## src/sv/pwwa_pkg.sv

```systemverilog
// pwwa_pkg: sizes, register codes and controller/datapath command types
// for the per-channel weighted window average block. No dependencies.
package pwwa_pkg;

    localparam int NUM_CHANNELS = 64;
    localparam int MAX_WINDOW   = 8;
    localparam int RING_DEPTH   = MAX_WINDOW - 1;
    localparam int NUM_TAPS     = MAX_WINDOW - 1;

    localparam int CH_W       = $clog2(NUM_CHANNELS);
    localparam int SLOT_W     = $clog2(RING_DEPTH);
    localparam int HIST_DEPTH = NUM_CHANNELS * RING_DEPTH;
    localparam int HIST_AW    = $clog2(HIST_DEPTH);

    localparam int TIME_W     = 32;
    localparam int CELL_W     = 24;
    localparam int WIN_W      = 4;
    localparam int WEIGHT_W   = 16;
    localparam int FRAC_W     = 16;
    localparam int PROD_W     = WEIGHT_W + TIME_W;
    localparam int ACC_W      = PROD_W + 3;
    localparam int CFG_IDX_W  = 3;
    localparam int CFG_DATA_W = 16;

    localparam int DIV_STEPS  = TIME_W;
    localparam int CNT_W      = $clog2(DIV_STEPS);

    // register indexes
    localparam logic [CFG_IDX_W-1:0] CFG_WINDOW_LEN = 3'd0;
    localparam logic [CFG_IDX_W-1:0] CFG_TAP_0      = 3'd1;

    localparam logic [WIN_W-1:0] WINDOW_LEN_RESET = 4'd8;

    function automatic logic [WEIGHT_W-1:0] tap_reset(input int idx);
        logic [WEIGHT_W-1:0] w;
        case (idx)
            0:       w = 16'd12851;
            1:       w = 16'd12025;
            2:       w = 16'd11074;
            3:       w = 16'd9947;
            4:       w = 16'd8568;
            5:       w = 16'd6789;
            6:       w = 16'd4283;
            default: w = 16'd0;
        endcase
        return w;
    endfunction

    typedef struct packed {
        logic capture;    // latch input word, read head ram
        logic init;       // set up divider, ring pointers, accumulator
        logic div_step;   // one quotient bit
        logic ring_wr;    // write raw value into history ring
        logic head_upd;   // advance head, mark channel primed
        logic mac_issue;  // read one history tap
        logic res_load;   // load output register
    } pwwa_cmd_t;

    typedef struct packed {
        logic wr_last;
        logic use_avg;
        logic tap_last;
        logic out_free;
    } pwwa_sts_t;

endpackage

```

## src/sv/pwwa_ctrl.sv

```systemverilog
// pwwa_ctrl: sequencer for one word: setup, bit-serial divide, history
// write, tap reads, pipeline drain, result load. Depends on pwwa_pkg.
module pwwa_ctrl (
    input  logic               clk,
    input  logic               rst_n,
    input  logic               in_valid,
    output logic               in_ready,
    input  pwwa_pkg::pwwa_sts_t sts,
    output pwwa_pkg::pwwa_cmd_t cmd
);
    import pwwa_pkg::*;

    typedef enum logic [2:0] {
        S_IDLE,
        S_INIT,
        S_DIV,
        S_WRITE,
        S_MAC,
        S_DRAIN,
        S_DONE
    } state_t;

    state_t           state_reg, state_next;
    logic [CNT_W-1:0] cnt_reg, cnt_next;

    always_comb
    begin
        state_next = state_reg;
        cnt_next   = cnt_reg;
        cmd        = '0;
        in_ready   = 1'b0;
        unique case (state_reg)
            S_IDLE:
            begin
                in_ready = 1'b1;
                if (in_valid)
                begin
                    cmd.capture = 1'b1;
                    state_next  = S_INIT;
                end
            end
            S_INIT:
            begin
                cmd.init   = 1'b1;
                cnt_next   = '0;
                state_next = S_DIV;
            end
            S_DIV:
            begin
                cmd.div_step = 1'b1;
                cnt_next     = cnt_reg + 1'b1;
                if (cnt_reg == CNT_W'(DIV_STEPS - 1))
                begin
                    state_next = S_WRITE;
                end
            end
            S_WRITE:
            begin
                cmd.ring_wr = 1'b1;
                if (sts.wr_last)
                begin
                    cmd.head_upd = 1'b1;
                    state_next   = sts.use_avg ? S_MAC : S_DONE;
                end
            end
            S_MAC:
            begin
                cmd.mac_issue = 1'b1;
                if (sts.tap_last)
                begin
                    cnt_next   = '0;
                    state_next = S_DRAIN;
                end
            end
            S_DRAIN:
            begin
                // read data, then product, then accumulate
                cnt_next = cnt_reg + 1'b1;
                if (cnt_reg == CNT_W'(1))
                begin
                    state_next = S_DONE;
                end
            end
            S_DONE:
            begin
                if (sts.out_free)
                begin
                    cmd.res_load = 1'b1;
                    state_next   = S_IDLE;
                end
            end
            default:
            begin
                state_next = S_IDLE;
            end
        endcase
    end

    always_ff @(posedge clk or negedge rst_n)
    begin
        if (!rst_n)
        begin
            state_reg <= S_IDLE;
            cnt_reg   <= '0;
        end
        else
        begin
            state_reg <= state_next;
            cnt_reg   <= cnt_next;
        end
    end

endmodule

```

## config.mk

```make
export PLATFORM = sky130hd
export DESIGN_NAME = pwwa_ctrl
export DESIGN_NICKNAME = d
export VERILOG_FILES = /design/src/sv/pwwa_pkg.sv /design/src/sv/pwwa_ctrl.sv
export SDC_FILE = /design/constraint.sdc
export NUM_CORES = 1
export LEC_CHECK = 0
export ABC_AREA = 1
export BUFFER_PORTS_ARGS = -buffer_cell sky130_fd_sc_hd__buf_2
export CELL_PAD_IN_SITES_DETAIL_PLACEMENT = 2
export CELL_PAD_IN_SITES_GLOBAL_PLACEMENT = 2
export CORE_ASPECT_RATIO = 1.1
export CORE_MARGIN = 8
export CORE_UTILIZATION = 27
export CTS_BUF_LIST = sky130_fd_sc_hd__clkbuf_16
export DETAILED_ROUTE_END_ITERATION = 8
export PLACE_DENSITY = 0.83
export SYNTH_ARGS = -nofsm -noshare
export SYNTH_HDL_FRONTEND = slang
export SYNTH_SLANG_ARGS = --single-unit
```

## constraint.sdc

```tcl
create_clock -name clk -period 1.85 [get_ports clk]
set_clock_uncertainty 0.05 [all_clocks]
set_input_delay 0.0925 -clock clk [delete_from_list [all_inputs] [get_ports clk]]
set_output_delay 0.0925 -clock clk [all_outputs]
set_load 0.01 [all_outputs]
```

==> out/qor.csv, run 1 <==
metric,value,unit
Slew @ Worst Pin,0.414,ns
first-pass GRT wire length,2860,µm
largest cells by area after synthesis,"dfrtp_1 (32%), nand2_1 (13%), inv_1 (8.4%)",
Synth area leader,dfrtp_1,
"Slew Viols, Final",0,
switching pwr,0.616,mW
Worst Path Max Fanout,4,
post-route minimum period,1.57,ns
initial core utilization,28.1,%
RSZ-0062 raised after global routing,false,
# setup viols final,0,
layout cells sized above 1,29.1,%
status,"finished, final reports clean",
max reg flops,5,
WS Path Type,register to register,
Switching Share,44.6,%
top_reg_cell synth,dfrtp_1,
register area share after synthesis,32.0,%
fin crit share,84.8,%
worst skew pair latency,0.23,ns
die width,61.9,µm
chip height,66.5,µm
Synth warnings,0,
Seq pwr share,25.9,%
post-synth top area share,32.0,%
"CTS clk-pin slew, worst paths",0.04,ns
Post-Route WL,1720,µm
Std-Cell Rows,18,
Peak VDD IR,0.000617,V
via count,595,
Post-layout nets,115,
vias per cell,4.47,
Post-DRT Antenna Nets,0,
Synth Instances,87,
Layout area overhead,27.8,%
Ports,15,
fill count,269,
vias in the first global route,663,
Final Hold Viols,0,
CP endpoint kind,register,
HPWL after DPL,1460,µm
sum of negative setup slack,0,ns
Sink Count,8,
post-synth net total,97,
Final Wtd Congestion,0.760,
grt total ovfl,0,
syn avg cell area,7.19,µm²
GRT Util Overall,9.69,%
Iter 0 DRT Violations,11,
internal cell power,0.766,mW
CTS Buf Count,3,
clk buf depth,2,
required time of the critical path,1.92,ns
total leakage power,0.448,nW
Logic pwr share,47.7,%
dpl cell area,714,µm²
largest net degree at the start of global routing,12,
synthesized flop and latch total,8,
Root Driver,clkbuf_16,
post-detailed-route wirelength per cell,12.9,µm
clock power share,26.3,%
CP startpoint kind,register,
Max Fclk,638,MHz
initial antenna violation count,0,
Pwr per Cell Area,1730,mW/mm²
Hold/Removal Path Class,primary input to async pin,
Unique masters post-synth,23,
ys async rst share,100,%
postcts setup bufs,0,
Post-Layout Inst Area,800,µm²
clock tree from TritonCTS,built,
crit path DAT,1.64,ns
First-pass DRT Iterations,3,
Max Cap Viol,0,
H-Tree Depth,1,
die area,0.00412,mm²
core region area,0.00223,mm²
Post-synth EDFFs,0,
Mapped Area,626,µm²
Rel. slew slack,72.4,%
port bufs,14,
DR DRC count,0,
Hold Worst Slack,0.180,ns
ANT cells,0,
cell usage after synthesis (2+ instances only):
cell type	n
nor2_1	9
inv_1	14
nor2_2	2
ha_1	3
nand2_1	22
o21ai_0	3
inv_2	2
nor2_4	3
dfrtp_1	8
nand3_1	8
per-stage QoR:
step / power, mW / setup slack, ns / cells / utilization [%]
3_5_place_dp: 1.05 / 0.270 / 129 / 32.0
4_1_cts: 1.42 / 0.259 / 133 / 35.9
3_3_place_gp: 1.00 / 0.375 / 129 / 32.0
2_1_floorplan: 0.861 / 0.439 / 87 / -
6_report: 1.38 / 0.282 / 133 / 35.9
5_1_grt: 1.51 / 0.0871 / 133 / 35.9
metal layers:
layer,share of wire [%],track usage (%),vias up
met4,1.9,5.98,0
met1,39,9.13,278
met5,0,0,-
met2,52,17.5,14
li1,-,-,301
met3,6.5,2.89,2
kinds of logic after synthesis:
kind of cell               after synthesis  synth area share (%)
buffers and inverters                   18                  12.6
and+or+nand+nor                         50                  39.8
muxes                                    1                  1.60
AOI/OAI and AO/OA                        6                  6.60
DFF                                      8                  32.0
adders and majority gates                3                  6.00
xor gates and xnor gates                 1                  1.40
path summary, 6_finish.rpt:
path	start	depth (start not counted)	slack (ns)	end
setup reg to reg	cnt_reg[0]$_DFFE_PN0P_	9	0.28	state_reg[0]$_DFFE_PN0P_
setup / recovery	cnt_reg[0]$_DFFE_PN0P_	9	0.28	state_reg[0]$_DFFE_PN0P_
min in group clk	sts[1]	4	0.20	cnt_reg[1]$_DFFE_PN0P_
hold reg to reg	cnt_reg[0]$_DFFE_PN0P_	1	0.50	cnt_reg[0]$_DFFE_PN0P_
hold / removal	rst_n	2	0.18	cnt_reg[2]$_DFFE_PN0P_
max in group asynchronous	rst_n	2	1.40	state_reg[1]$_DFFE_PN0P_
critical path, cell delays in order (launching register included):
cell	delay [ns]
dfrtp_1	0.41
ha_1	0.19
nand2_1	0.08
nor2_1	0.09
ha_1	0.20
nor2_4	0.05
nor2_2	0.18
nand2_2	0.09
nand2_1	0.06
nand2_1	0.05
cell type report:
type | instances | area [µm²] | share of cell area [%]
tap | 30 | 37.5 | 4.69
sequential | 8 | 200 | 25.0
timing repair buffer | 15 | 80.1 | 10.0
multi-input combinational | 61 | 347 | 43.3
clock buffer | 3 | 75.1 | 9.39
inverter | 16 | 60.1 | 7.51
layout by cell type (no fill, tap or decap), drive strengths merged, types with 2 or more instances in the layout:
cell type,synthesis,final
a21oi,2,2
buf,2,14
clkbuf,0,3
dfrtp,8,8
ha,3,3
inv,16,16
nand2,24,24
nand3,9,9
nor2,14,14
o21ai,3,3
power groups by stage:
stage | logic, mW | registers [mW] | clock network (mW)
2_1_floorplan | 0.568 | 0.293 | 0
3_3_place_gp | 0.643 | 0.359 | 0
3_5_place_dp | 0.685 | 0.361 | 0
4_1_cts | 0.688 | 0.359 | 0.374
5_1_grt | 0.762 | 0.371 | 0.380
6_report | 0.659 | 0.358 | 0.364
what timing repair did:
item / CTS / global route
hold buffers: 1 / 0
hold endpoints to repair: 8 / 0
resized for setup: 0 / 0
Power figures use the tool's default switching activity.
==> run 2, diff against run 1 <==
==> constraint.sdc (replaced) <==
create_clock -name clk -period 1.57 [get_ports clk]
set_clock_uncertainty 0.05 [all_clocks]
set_input_delay 0.0785 -clock clk [delete_from_list [all_inputs] [get_ports clk]]
set_output_delay 0.0785 -clock clk [all_outputs]
set_load 0.01 [all_outputs]
==> run 2 against run 1 <==
Net effect:
- flip-flop and latch count stayed put
- routed wire length is 7.4% higher
- global-route usage is 0.21 points higher
- utilization is 1.8 points higher
- combinational power is 30% higher
- critical endpoint is now cmd[0]
- sequential share of layout area is 1.2 points lower
- largest cell class unchanged
- total power is 23% higher
- sequential power is 17% higher
- via count is 4.4% higher
- critical path depth is 6 lower
==> out/qor.csv, run 2 (synthesized netlist as in run 1, its figures left out) <==
metric,value,unit,change
status,"finished, final reports clean",,unchanged
post-route minimum period,1.46,ns,
total leakage power,0.460,nW,was 0.448 nW
Worst path max stage delay,0.58,ns,was 0.41 ns
Max Cap Viol,0,,unchanged
Max Fclk,684,MHz,
dpl cell area,722,µm²,was 714 µm²
first-pass GRT wire length,3000,µm,was 2860 µm
worst skew pair latency,0.23,ns,about the same
sum of negative setup slack,0,ns,unchanged
Post-layout nets,118,,was 115
Hold/Removal Path Class,primary input to async pin,,unchanged
post-layout util,37.7,%,was 35.9%
"commonest non-fill, non-tap cell in the layout",nand2_1,,unchanged
clock tree from TritonCTS,built,,unchanged
R2R depth,9,,unchanged
CTS Buf Count,3,,unchanged
Ports,15,,unchanged
Post-Route WL,1840,µm,was 1720 µm
# setup viols final,0,,unchanged
vias per cell,4.57,,was 4.47
CP max-delay cell,dfrtp_1,,unchanged
core region area,0.00223,mm²,unchanged
H-Tree Depth,1,,unchanged
Sink Count,8,,unchanged
via count,621,,was 595
Post-Layout Inst Area,840,µm²,was 800 µm²
Worst Path Max Fanout,11,,was 4
Critical R2R Capture,state_reg[1]$_DFFE_PN0P_,,was state_reg[0]$_DFFE_PN0P_
post-detailed-route wirelength per cell,13.6,µm,was 12.9 µm
Inst Count DP,130,,was 129
setup slack after placement,0.000444,ns,was 0.270 ns
max reg flops,5,,unchanged
vias in the first global route,661,,was 663
required time of the critical path,1.44,ns,was 1.92 ns
"CTS clk-pin slew, worst paths",0.04,ns,about the same
initial antenna violation count,0,,unchanged
Final Wtd Congestion,0.775,,was 0.760
Layout area overhead,34.2,%,was 27.8%
Iter 0 DRT Violations,6,,was 11
crit path cell chain,"inv_1, nor4_1, buf_2",,"was ha_1, nand2_1, nor2_1, ha_1, nor2_4, nor2_2, nand2_2, nand2_1, nand2_1"
Peak VDD IR,0.00141,V,was 0.000617 V
Post-DRT Antenna Nets,0,,unchanged
HPWL after DPL,1480,µm,was 1460 µm
ANT cells,0,,unchanged
CP endpoint kind,output port,,was register
chip height,66.5,µm,unchanged
"commonest cells after routing, fill and taps aside","nand2_1 (21), inv_1 (14), buf_2 (14), nand3_1 (8), dfrtp_1 (8)",,"was nand2_1 (22), inv_1 (14), buf_2 (14), nor2_1 (9)"
die width,61.9,µm,unchanged
register area,200,µm²,unchanged
CP startpoint kind,register,,unchanged
RSZ-0062 raised after global routing,false,,unchanged
clk buf depth,2,,unchanged
WS Path Type,register to output port,,was register to register
Rel. slew slack,72.3,%,was 72.4%
Final Hold Viols,0,,unchanged
Std-Cell Rows,18,,unchanged
DR DRC count,0,,unchanged
initial core utilization,28.1,%,unchanged
fin cells,136,,was 133
Root Driver,clkbuf_16,,unchanged
fin worst setup slack,0.109,ns,was 0.282 ns
r2r startpoint,cnt_reg[0]$_DFFE_PN0P_,,unchanged
FF-to-FF setup slack,0.12,ns,was 0.28 ns
crit path DAT,1.33,ns,was 1.64 ns
GRT Util Overall,9.90,%,was 9.69%
area of the multi-input gates,364,µm²,was 347 µm²
power after layout,1.70,mW,was 1.38 mW
fill count,268,,was 269
die area,0.00412,mm²,unchanged
port bufs,14,,unchanged
Hold Worst Slack,0.176,ns,was 0.180 ns
grt total ovfl,0,,unchanged
largest net degree at the start of global routing,12,,unchanged
Pwr per Cell Area,2020,mW/mm²,was 1730 mW/mm²
First-pass DRT Iterations,3,,unchanged
fin crit share,93.1,%,
layout cells sized above 1,35.8,%,was 29.1%
Slew @ Worst Pin,0.416,ns,was 0.414 ns
"Slew Viols, Final",0,,unchanged
## run 2: changes by cell type in the layout (fill, tap and decap cells not counted), sizes merged
cell	before	now
buf	14	17
## run 2: power by group
| group | internal (mW) | switching, mW | leakage [nW] |
|---|---|---|---|
| Clock | 0.328 | 0.0949 | 0.0370 |
| Combinational | 0.327 | 0.527 | 0.318 |
| Sequential | 0.282 | 0.137 | 0.105 |
## run 2: worst max path at each step
| stage | from | endpoint | slack [ns] | depth (start not counted) |
|---|---|---|---|---|
| floorplan | cnt_reg[0]$_DFFE_PN0P_ | state_reg[1]$_DFFE_PN0P_ | 0.16 | 9 |
| global placement | cnt_reg[1]$_DFFE_PN0P_ | state_reg[2]$_DFFE_PN0P_ | 0.16 | 9 |
| detailed placement | cnt_reg[1]$_DFFE_PN0P_ | state_reg[1]$_DFFE_PN0P_ | 0.0004 | 9 |
| CTS | cnt_reg[1]$_DFFE_PN0P_ | state_reg[1]$_DFFE_PN0P_ | 0.04 | 9 |
| global route | cnt_reg[0]$_DFFE_PN0P_ | state_reg[0]$_DFFE_PN0P_ | 0.002 | 9 |
| finish | state_reg[2]$_DFFE_PN0P_ | cmd[0] | 0.11 | 3 |
## run 2: area by class of cell
class / instances / area share, %
clock buffers: 3 / 8.94
inverters: 16 / 7.15
multi-input cells: 61 / 43.4
flip-flops and latches: 8 / 23.8
well taps: 30 / 4.47
repair buffers: 18 / 12.2
## run 2: layer usage
layer  GRT usage, %  part of all wire [%]  vias up  wire, µm
met3           3.47                   6.0        0       110
li1               -                     -      307         -
met5              0                     0        -         0
met1           10.7                    41      300       753
met4          0.855                     0        0         0
met2           18.3                    53       14       979
## run 2: critical path, delay by kind of cell (launching register included)
kind                   cells  cell delay [ns]
buffers and inverters      2             0.29
DFF                        1             0.58
and+or+nand+nor            1             0.23
## run 2: what timing repair did
item / in CTS / in global routing
hold endpoints to repair: 8 / 0
buffers inserted: 0 / 2
gates resized for setup: 1 / 5
hold buffers: 1 / 0
endpoints found under the setup margin: 2 / 3
pin swaps: 0 / 6
==> run 3, diff against run 2 <==
--- a/config.mk
+++ b/config.mk
@@ -14,6 +14,7 @@
 export CORE_UTILIZATION = 27
 export CTS_BUF_LIST = sky130_fd_sc_hd__clkbuf_16
 export DETAILED_ROUTE_END_ITERATION = 8
+export GPL_TIMING_DRIVEN = 0
 export PLACE_DENSITY = 0.83
 export SYNTH_ARGS = -nofsm -noshare
 export SYNTH_HDL_FRONTEND = slang
==> constraint.sdc (replaced) <==
create_clock -name clk -period 1.57 [get_ports clk]
set_clock_uncertainty 0.05 [all_clocks]
set_input_delay 0 -clock clk [delete_from_list [all_inputs] [get_ports clk]]
set_output_delay 0 -clock clk [all_outputs]
set_load 0.01 [all_outputs]
==> run 3 against run 2 <==
Net effect:
- clock power increased by 2%
- register-to-register slack worse by 0.05 ns
- flip-flop and latch count stayed put
- largest cell class unchanged
- sequential power down 14%
==> out/qor.csv, run 3 (synthesized netlist as in run 1, its figures left out) <==
metric,value,unit,change
chip height,66.5,µm,unchanged
grt total ovfl,0,,unchanged
core region area,0.00223,mm²,unchanged
worst skew pair latency,0.23,ns,about the same
crit path DAT,1.56,ns,was 1.33 ns
Critical path origin,cnt_reg[1]$_DFFE_PN0P_,,was state_reg[2]$_DFFE_PN0P_
routed length on met3,118,µm,was 110 µm
largest net degree at the start of global routing,11,,was 12
Hold/Removal Path Class,primary input to async pin,,unchanged
die width,61.9,µm,unchanged
Iter 0 DRT Violations,0,,was 6
CTS Buf Count,3,,unchanged
H-Tree Depth,1,,unchanged
crit path cell chain,"ha_2, nand2_2, nor2_4, ha_4, nor2_4, nor2_4, nand2_2, nand2_1, nand2_1",,"was inv_1, nor4_1, buf_2"
CP endpoint kind,register,,was output port
WS Path Type,register to register,,was register to output port
routed wl met2,1060,µm,was 979 µm
power after layout,1.74,mW,was 1.70 mW
port bufs,14,,unchanged
Sink Count,8,,unchanged
initial core utilization,28.1,%,unchanged
most used cell along the critical path,nor2_4,,
first-pass GRT wire length,3260,µm,was 3000 µm
via count,639,,was 621
CP max-delay cell,dfrtp_1,,unchanged
total leakage power,0.467,nW,was 0.460 nW
"commonest cells after routing, fill and taps aside","nand2_1 (21), inv_1 (14), buf_2 (14)",,"was nand2_1 (21), inv_1 (14), buf_2 (14), nand3_1 (8), dfrtp_1 (8)"
"commonest non-fill, non-tap cell in the layout",nand2_1,,unchanged
"CTS clk-pin slew, worst paths",0.04,ns,about the same
DR DRC count,0,,unchanged
clk buf depth,2,,unchanged
Worst Path Max Fanout,4,,was 11
Final Hold Viols,0,,unchanged
Final Wtd Congestion,0.751,,was 0.775
Max Cap Viol,0,,unchanged
required time of the critical path,1.64,ns,was 1.44 ns
Pwr per Cell Area,2010,mW/mm²,was 2020 mW/mm²
Slew @ Worst Pin,0.269,ns,was 0.416 ns
Hold Worst Slack,0.0947,ns,was 0.176 ns
Std-Cell Rows,18,,unchanged
First-pass DRT Iterations,1,,was 3
Post-Route WL,1930,µm,was 1840 µm
initial antenna violation count,0,,unchanged
Worst path max stage delay,0.38,ns,was 0.58 ns
CP startpoint kind,register,,unchanged
Max Fclk,669,MHz,was 684 MHz
post-route minimum period,1.50,ns,was 1.46 ns
fill count,266,,was 268
"Slew Viols, Final",0,,unchanged
# setup viols final,0,,unchanged
R2R depth,9,,unchanged
DRT met1 WL,707,µm,was 753 µm
layout cells sized above 1,35.5,%,was 35.8%
status,"finished, final reports clean",,unchanged
sum of negative setup slack,0,ns,unchanged
max layer used,met4,,was met3
FF-to-FF setup slack,0.07,ns,was 0.12 ns
Rel. slew slack,81.9,%,was 72.3%
r2r startpoint,cnt_reg[1]$_DFFE_PN0P_,,was cnt_reg[0]$_DFFE_PN0P_
Critical R2R Capture,state_reg[1]$_DFFE_PN0P_,,unchanged
vias per cell,4.66,,was 4.57
post-detailed-route wirelength per cell,14.1,µm,was 13.6 µm
Peak VDD IR,0.000858,V,was 0.00141 V
HPWL after DPL,1510,µm,was 1480 µm
ANT cells,0,,unchanged
Post-layout nets,119,,was 118
GRT Util Overall,10.7,%,was 9.90%
clock tree from TritonCTS,built,,unchanged
max reg flops,5,,unchanged
Root Driver,clkbuf_16,,unchanged
Post-DRT Antenna Nets,0,,unchanged
Ports,15,,unchanged
vias in the first global route,723,,was 661
die area,0.00412,mm²,unchanged
Layout area overhead,38.0,%,was 34.2%
fin crit share,95.3,%,was 93.1%
## run 3: cell count changes in the layout (fill, tap and decap cells not counted), sizes merged
cell / delta
buf: +1
## run 3: final cells by class
class	count	area (µm²)	share of cell area [%]
inverter	16	60.1	6.96
clock buffer	3	75.1	8.70
timing repair buffer	17	95.1	11.0
multi-input combinational	61	377	43.6
tap	30	37.5	4.35
buffer	2	18.8	2.17
sequential	8	200	23.2
## run 3: what timing repair did
item / in CTS / in global routing
hold endpoints to repair: 8 / 0
resized for setup: 3 / 4
hold buffers: 1 / 0
endpoints found under the setup margin: 3 / 3
pin swaps: 0 / 3
setup buffers: 1 / 1
## run 3: worst max path at each step
| stage | endpoint | slack [ns] | depth (start not counted) |
|---|---|---|---|
| after floorplan | state_reg[1]$_DFFE_PN0P_ | 0.16 | 9 |
| after global placement | state_reg[2]$_DFFE_PN0P_ | 0.03 | 9 |
| after detailed placement | state_reg[1]$_DFFE_PN0P_ | -0.1 | 9 |
| after CTS | state_reg[1]$_DFFE_PN0P_ | 0.03 | 9 |
| after global routing | state_reg[1]$_DFFE_PN0P_ | -0.02 | 9 |
| final | state_reg[1]$_DFFE_PN0P_ | 0.07 | 9 |
## run 3: critical path, delay by kind of cell (launching register included)
family,cells,cell delay (ns)
adder cells (fa/ha/maj),2,0.35
flip-flops,1,0.38
AND/OR/NAND/NOR,7,0.60
## run 3: power by group
group	internal (mW)	total, mW	switching (mW)
clock	0.328	0.430	0.101
combinational	0.355	0.949	0.594
sequential	0.283	0.358	0.0758
## run 3: per-layer routing
layer	global-route usage (%)	vias to the layer above
met3	1.73	5
met1	10.8	311
met5	0	-
met2	19.8	15
met4	5.98	0
li1	-	308
## run 3: through the flow
step,utilization (%),instances,setup WS (ns),instance area [µm²]
after floorplan,-,87,0.159,626
after global placement,32.9,131,0.0326,733
after detailed placement,32.9,131,-0.0986,733
after CTS,37.5,136,0.0307,836
after global routing,38.7,137,-0.0165,863
final,38.7,137,0.0746,863
